File: src/sv/bh2d_pkg.sv
package bh2d_pkg;

	localparam int MAX_EDGES_X = 16;
	localparam int MAX_EDGES_Y = 16;
	localparam int VALUE_BITS  = 32;
	localparam int COUNT_BITS  = 32;

	localparam int BINS_X     = MAX_EDGES_X - 1;
	localparam int BINS_Y     = MAX_EDGES_Y - 1;
	localparam int BIN_DEPTH  = BINS_X * BINS_Y;
	localparam int ADDR_BITS  = $clog2(BIN_DEPTH);
	localparam int BIN_BITS   = 4;
	localparam int SLOT_BITS  = 4;
	localparam int CFG_BITS   = 5;
	localparam int CFG_IDX_BITS = 2;

	localparam logic [CFG_IDX_BITS-1:0] REG_EDGE_COUNT_X = 2'd0;
	localparam logic [CFG_IDX_BITS-1:0] REG_EDGE_COUNT_Y = 2'd1;

	localparam logic [CFG_BITS-1:0] EDGE_COUNT_MIN = 5'd2;

	typedef enum logic [1:0] {
		OP_SAMPLE  = 2'd0,
		OP_WRITE_X = 2'd1,
		OP_WRITE_Y = 2'd2,
		OP_READ    = 2'd3
	} op_t;

	typedef struct packed {
		op_t                           operation;
		logic signed [VALUE_BITS-1:0]  x_value;
		logic signed [VALUE_BITS-1:0]  y_value;
		logic [SLOT_BITS-1:0]          edge_slot;
		logic signed [VALUE_BITS-1:0]  edge_value;
		logic [BIN_BITS-1:0]           read_bin_x;
		logic [BIN_BITS-1:0]           read_bin_y;
	} in_item_t;

	typedef struct packed {
		logic [BIN_BITS-1:0]   found_bin_x;
		logic [BIN_BITS-1:0]   found_bin_y;
		logic [COUNT_BITS-1:0] bin_count;
		logic                  order_error;
	} out_item_t;

	typedef struct packed {
		logic load;
		logic bin;
		logic read;
		logic update;
	} cmd_t;

	typedef struct packed {
		logic out_free;
	} status_t;

endpackage

File: src/sv/bh2d_ctrl.sv
module bh2d_ctrl (
	input  logic              clk,
	input  logic              arst_n,
	input  logic              item_valid,
	output logic              item_stall,
	output bh2d_pkg::cmd_t    cmd,
	input  bh2d_pkg::status_t status
);
	import bh2d_pkg::*;

	typedef enum logic [3:0] {
		ST_IDLE   = 4'b0001,
		ST_BIN    = 4'b0010,
		ST_READ   = 4'b0100,
		ST_UPDATE = 4'b1000
	} state_t;

	state_t state_q, state_d;

	always_ff @(posedge clk or negedge arst_n) begin
		if (!arst_n) begin
			state_q <= ST_IDLE;
		end else begin
			state_q <= state_d;
		end
	end

	always_comb begin
		state_d = state_q;
		cmd     = '0;
		case (state_q)
			ST_IDLE: begin
				if (item_valid) begin
					cmd.load = 1'b1;
					state_d  = ST_BIN;
				end
			end
			ST_BIN: begin
				cmd.bin = 1'b1;
				state_d = ST_READ;
			end
			ST_READ: begin
				cmd.read = 1'b1;
				state_d  = ST_UPDATE;
			end
			ST_UPDATE: begin
				// hold until the result register can take the item
				if (status.out_free) begin
					cmd.update = 1'b1;
					state_d    = ST_IDLE;
				end
			end
			default: begin
				state_d = ST_IDLE;
			end
		endcase
	end

	assign item_stall = (state_q != ST_IDLE);

endmodule

File: config.mk
export PLATFORM = sky130hd
export DESIGN_NAME = bh2d_ctrl
export DESIGN_NICKNAME = d
export VERILOG_FILES = /design/src/sv/bh2d_pkg.sv /design/src/sv/bh2d_ctrl.sv
export SDC_FILE = /design/constraint.sdc
export NUM_CORES = 1
export LEC_CHECK = 0
export ABC_AREA = 1
export BUFFER_PORTS_ARGS = -buffer_cell sky130_fd_sc_hd__buf_4
export CORE_AREA = 2 2 39 41
export CTS_CLUSTER_DIAMETER = 50
export CTS_CLUSTER_SIZE = 28
export DETAILED_ROUTE_END_ITERATION = 10
export DIE_AREA = 0 0 41 43
export SLEW_MARGIN = 20
export SYNTH_ARGS = -nofsm -noshare
export SYNTH_HDL_FRONTEND = slang
export SYNTH_SLANG_ARGS = --single-unit
export TNS_END_PERCENT = 100
File: constraint.sdc
create_clock -name clk -period 1.1 [get_ports clk]
set_input_delay 0.11 -clock clk [delete_from_list [all_inputs] [get_ports clk]]
set_output_delay 0.11 -clock clk [all_outputs]
set_load 0.03 [all_outputs]
; ---- After elaboration in Yosys (flattened, before gate mapping)
; Cells that the tools add are included.
[word_totals]
reg_bits = 4
latchBits = 0
ramBits = 0
rom_bits = 0
inputBits = 4
out_inout_bits = 5
wordCells = 18
mem_count = 0
[classes]
n_addsub = 0
n_mul = 0
n_div = 0
magnitude_cmp = 0
n_eq_ne = 7
shifts = 0
n_mux = 9
bitwise = 0
reduce_logical = 1
[op_table]
columns = cell, n
row1 = 4-bit case mux with 4 select lines, 1
row2 = 4-bit two-way mux, 2
row3 = 1-bit two-way mux, 6
row4 = 4-bit by 1-bit == test with 1-bit output (second input constant), 1
row5 = 4-bit by 2-bit == test with 1-bit output (second input constant), 1
row6 = 4-bit by 3-bit == test with 1-bit output (second input constant), 1
row7 = 4-bit == test (second input constant), 1
row8 = 2-bit != test (second input constant), 2
row9 = 4-bit by 1-bit != test with 1-bit output (second input constant), 1
row10 = 2-bit AND reduction, 1

; ---- Longest topological paths before layout
[depth]
depth_word = 3
ltp_mapped = 5
ltp_nobuf = 5

; ---- Worst setup path after synthesis
; Ideal clock, no wire load.
[synth_timing]
path_kind = reg-to-output
from = register state_q[0]
to = output cmd[3] in the netlist's numbering
arrival_time_ns = 1.541
required_time_ns = 0.990
setup_slack_ns = -0.551
stages_incl_launch_ff = 5
path_buffers = 0
cell_sequence = dfstp_2 > inv_1 > nor2_2 > nand2_2 > nor3_1
[synth_lines]
columns = item, line
row1 = "start, declared", bh2d_ctrl.sv:18  ; state_t state_q, state_d;
row2 = "start signal, assigned", bh2d_ctrl.sv:24  ; state_q <= state_d;
row3 = "end, declared", bh2d_ctrl.sv:6  ; output bh2d_pkg::cmd_t cmd,

==> impl_metrics.json <==
{
  "regMostFlops": "state_q",
  "grt_antenna_before_repair": 0,
  "io_buffers": 8,
  "synth-compound-area-share_pct": 5.65,
  "clkSinkCount": 4,
  "synth_top_family_by_area": "simple AND/OR/NAND/NOR gates",
  "drtAntennaViolNets": 0,
  "async_flop_share_pct": 100,
  "num_rows": 14,
  "root_buffer": "clkbuf_4",
  "seqCellArea_um2": 101,
  "wl_um": 501,
  "crit_chain": "inv_2 > nor2_4 > nand2_4 > nor2_4 > nor3_4 > buf_6",
  "initial_core_util_pct": 16.0,
  "fin_nets": 55,
  "start_kind": "flop",
  "synth_top_area_share_pct": 33.9,
  "critPathTopFamily": "flip-flops",
  "status": "finished, violations left",
  "gr-total-overflow": 0,
  "nFillCells": 156,
  "critPathCaptureType": "output pin",
  "worst_path_most_repeated_cell": "nor2_4",
  "yosys.area_share.xor_xnor_pct": 0,
  "relSlewSlack_pct": 88.4,
  "period_needed_ns": 1.41,
  "drt-initial-drc-count": 1,
  "hold_viol": 0,
  "critPathSlowestCell": "dfstp_2",
  "max_freq_mhz": 707,
  "fin_area_um2": 475,
  "yosys.area.top_type": "dfrtp_1",
  "via_per_inst": 3.77,
  "post_layout_nonfiller_instances": 66,
  "synth_area_leaders": "dfrtp_1 (34%), dfstp_2 (12%), inv_1 (12%), nor2_2 (11%), nor2_1 (6.8%)",
  "grt_usage_pct": 7.96,
  "synth.most_common_cell": "inv_1",
  "grt_pass1_wl_um": 862,
  "dr_total_vias": 249,
  "synth-seq-area-share_pct": 45.8,
  "ir_drop_mv": 1.40,
  "syn2layout_area_growth_pct": 115,
  "setup_ws_ns": -0.314,
  "syn-instance-count": 29,
  "cpPeakStageDelay_ns": 0.54,
  "drt_first_pass_iters": 2,
  "rsz0062_at_grt": "true",
  "cts_tree": "built",
  "worst_slew_pin_slew_ns": 0.175,
  "finalSetupViolations": 7,
  "clkLatencyLatePin_ns": 0.23,
  "placeableCoreArea_mm2": 0.00138,
  "worstHoldPathType": "input pin to flop",
  "ys_warn_count": 0,
  "remaining_drc_errors": 0,
  "post-route-period-util_pct": 129,
  "p_leak_nw": 0.246,
  "crit_required_ns": 0.99,
  "synthTopCellsByCount": "inv_1 (7), nor2_1 (4), nor2_2 (4), dfrtp_1 (3)",
  "die_h_um": 43,
  "max_cap_violations": 0,
  "wl_per_cell_um": 7.59,
  "ys_ff_latch": 4,
  "post-route-util_pct": 34.4,
  "largestRegisters": "state_q: 4 flops",
  "die_x_um": 41,
  "violations": "negative setup slack",
  "io_pins": 9,
  "drv_slew": 0,
  "fin_worst_skew_ns": 0.000372,
  "cts-htree-levels": 1,
  "powerDensity_mw_per_mm2": 2920,
  "syn_area_um2": 221,
  "largest_register_ffs": 4,
  "cts.path.max_buffers": 2,
  "p_total_mw": 1.39,
  "layout-drive-gt1-share_pct": 68.0,
  "crit_fanout": 4,
  "gp_congestion": 0.705,
  "multi_input_area_um2": 138,
  "critPathArrivalTime_ns": 1.30,
  "grt_pass1_vias": 228,
  "antenna_cells": 0,
  "placed_area_um2": 353,
  "placed_cells": 57,
  "clk_pin_slew_ns": 0.04,
  "yosys.area_share.adder_pct": 0,
  "muxShareOfSynthArea_pct": 0,
  "fin_tns_setup_ns": -1.17,
  "synth_edf_count": 0,
  "ys_types": 12,
  "synth_nets": 33,
  "critical_path_class": "flop to output pin",
  "fp.dieArea_mm2": 0.00176,
  "cts_buffers": 3,
  "worst-path-buf-inv": 2,
  "synth.avg_cell_area_um2": 7.64,
  "hpwl_um": 395,
  "synth_ff_type": "dfrtp_1",
  "grt_max_degree": 5,
  "synthSimpleGateAreaFrac_pct": 33.3
}
==> worst reg2reg max path, stage by stage, from the launching register on <==
cell and delay, ns:
dfstp_2 0.54, inv_2 0.05, nor2_4 0.09, nand2_4 0.08, nor2_4 0.12, buf_6 0.11, o21bai_1 0.09
==> cells by family (layout without fill, tap and decap cells) <==
| family | Yosys count | after routing |
|---|---|---|
| buf+inv | 8 | 29 |
| compound gates | 2 | 2 |
| simple gates | 15 | 15 |
| flops | 4 | 4 |
==> final timing paths <==
kind	from	end	slack, ns	cells after the start
min	status	state_q[3]	0.08	2
max in group asynchronous	arst_n	state_q[0]	0.70	2
max	state_q[0]	cmd[3]	-0.31	6
max reg2reg	state_q[0]	state_q[0]	-0.05	6
min reg2reg	state_q[1]	state_q[3]	0.70	4
min in group asynchronous	arst_n	state_q[3]	0.21	2
==> through the flow <==
step	setup WS, ns	hold slack [ns]
floorplan	-0.0966	-0.186
global placement	-0.130	-0.0929
detailed placement	-0.142	-0.0917
global route	-0.372	0.0833
CTS	-0.344	0.101
finish	-0.314	0.0773
==> power by group <==
part / leakage, nW / internal [mW] / switching (mW)
Clock: 0.0150 / 0.136 / 0.0634
Sequential: 0.0506 / 0.217 / 0.0527
Combinational: 0.180 / 0.456 / 0.462
==> routing by layer <==
layer | up-vias | routed length [um] | GRT usage [%]
met1 | 112 | 168 | 8.79
li1 | 129 | - | -
met4 | 0 | 0 | 8.00
met3 | 0 | 47 | 3.14
met2 | 8 | 286 | 10.6
met5 | - | 0 | 0
==> repair_timing <==
action	in CTS	in global routing
endpoints found under the setup margin	7	8
buffers inserted	4	0
resized for setup	9	8
pin swaps	7	4
cloned	0	0
endpoints found under the hold margin	4	0
hold buffers	1	0
==> placed cells by master, fill, tap and decap left out <==
cell	Yosys	final
dlygate4sd3_1	0	1
dfstp_2	1	1
buf_4	1	10
nor3_2	0	1
buf_6	0	7
clkbuf_4	0	3
dfrtp_1	3	3
nor2_2	4	2
o21ai_1	0	1
inv_2	0	3
o21bai_1	1	1
nor2_4	0	4
nand3_1	2	1
inv_1	7	4
nand2_4	0	1
nor2_1	4	2
clkbuf_1	0	1
nor3_4	0	1
nand2_1	2	2
nand3_2	0	1
==> final cells by class <==
type,count,area share [%]
clock buffers,4,5.53
inverters,7,5.53
multi-input cells,17,28.9
flip-flops and latches,4,21.3
well taps,16,4.21
repair buffers,18,34.5
Power figures use the tool's default switching activity.
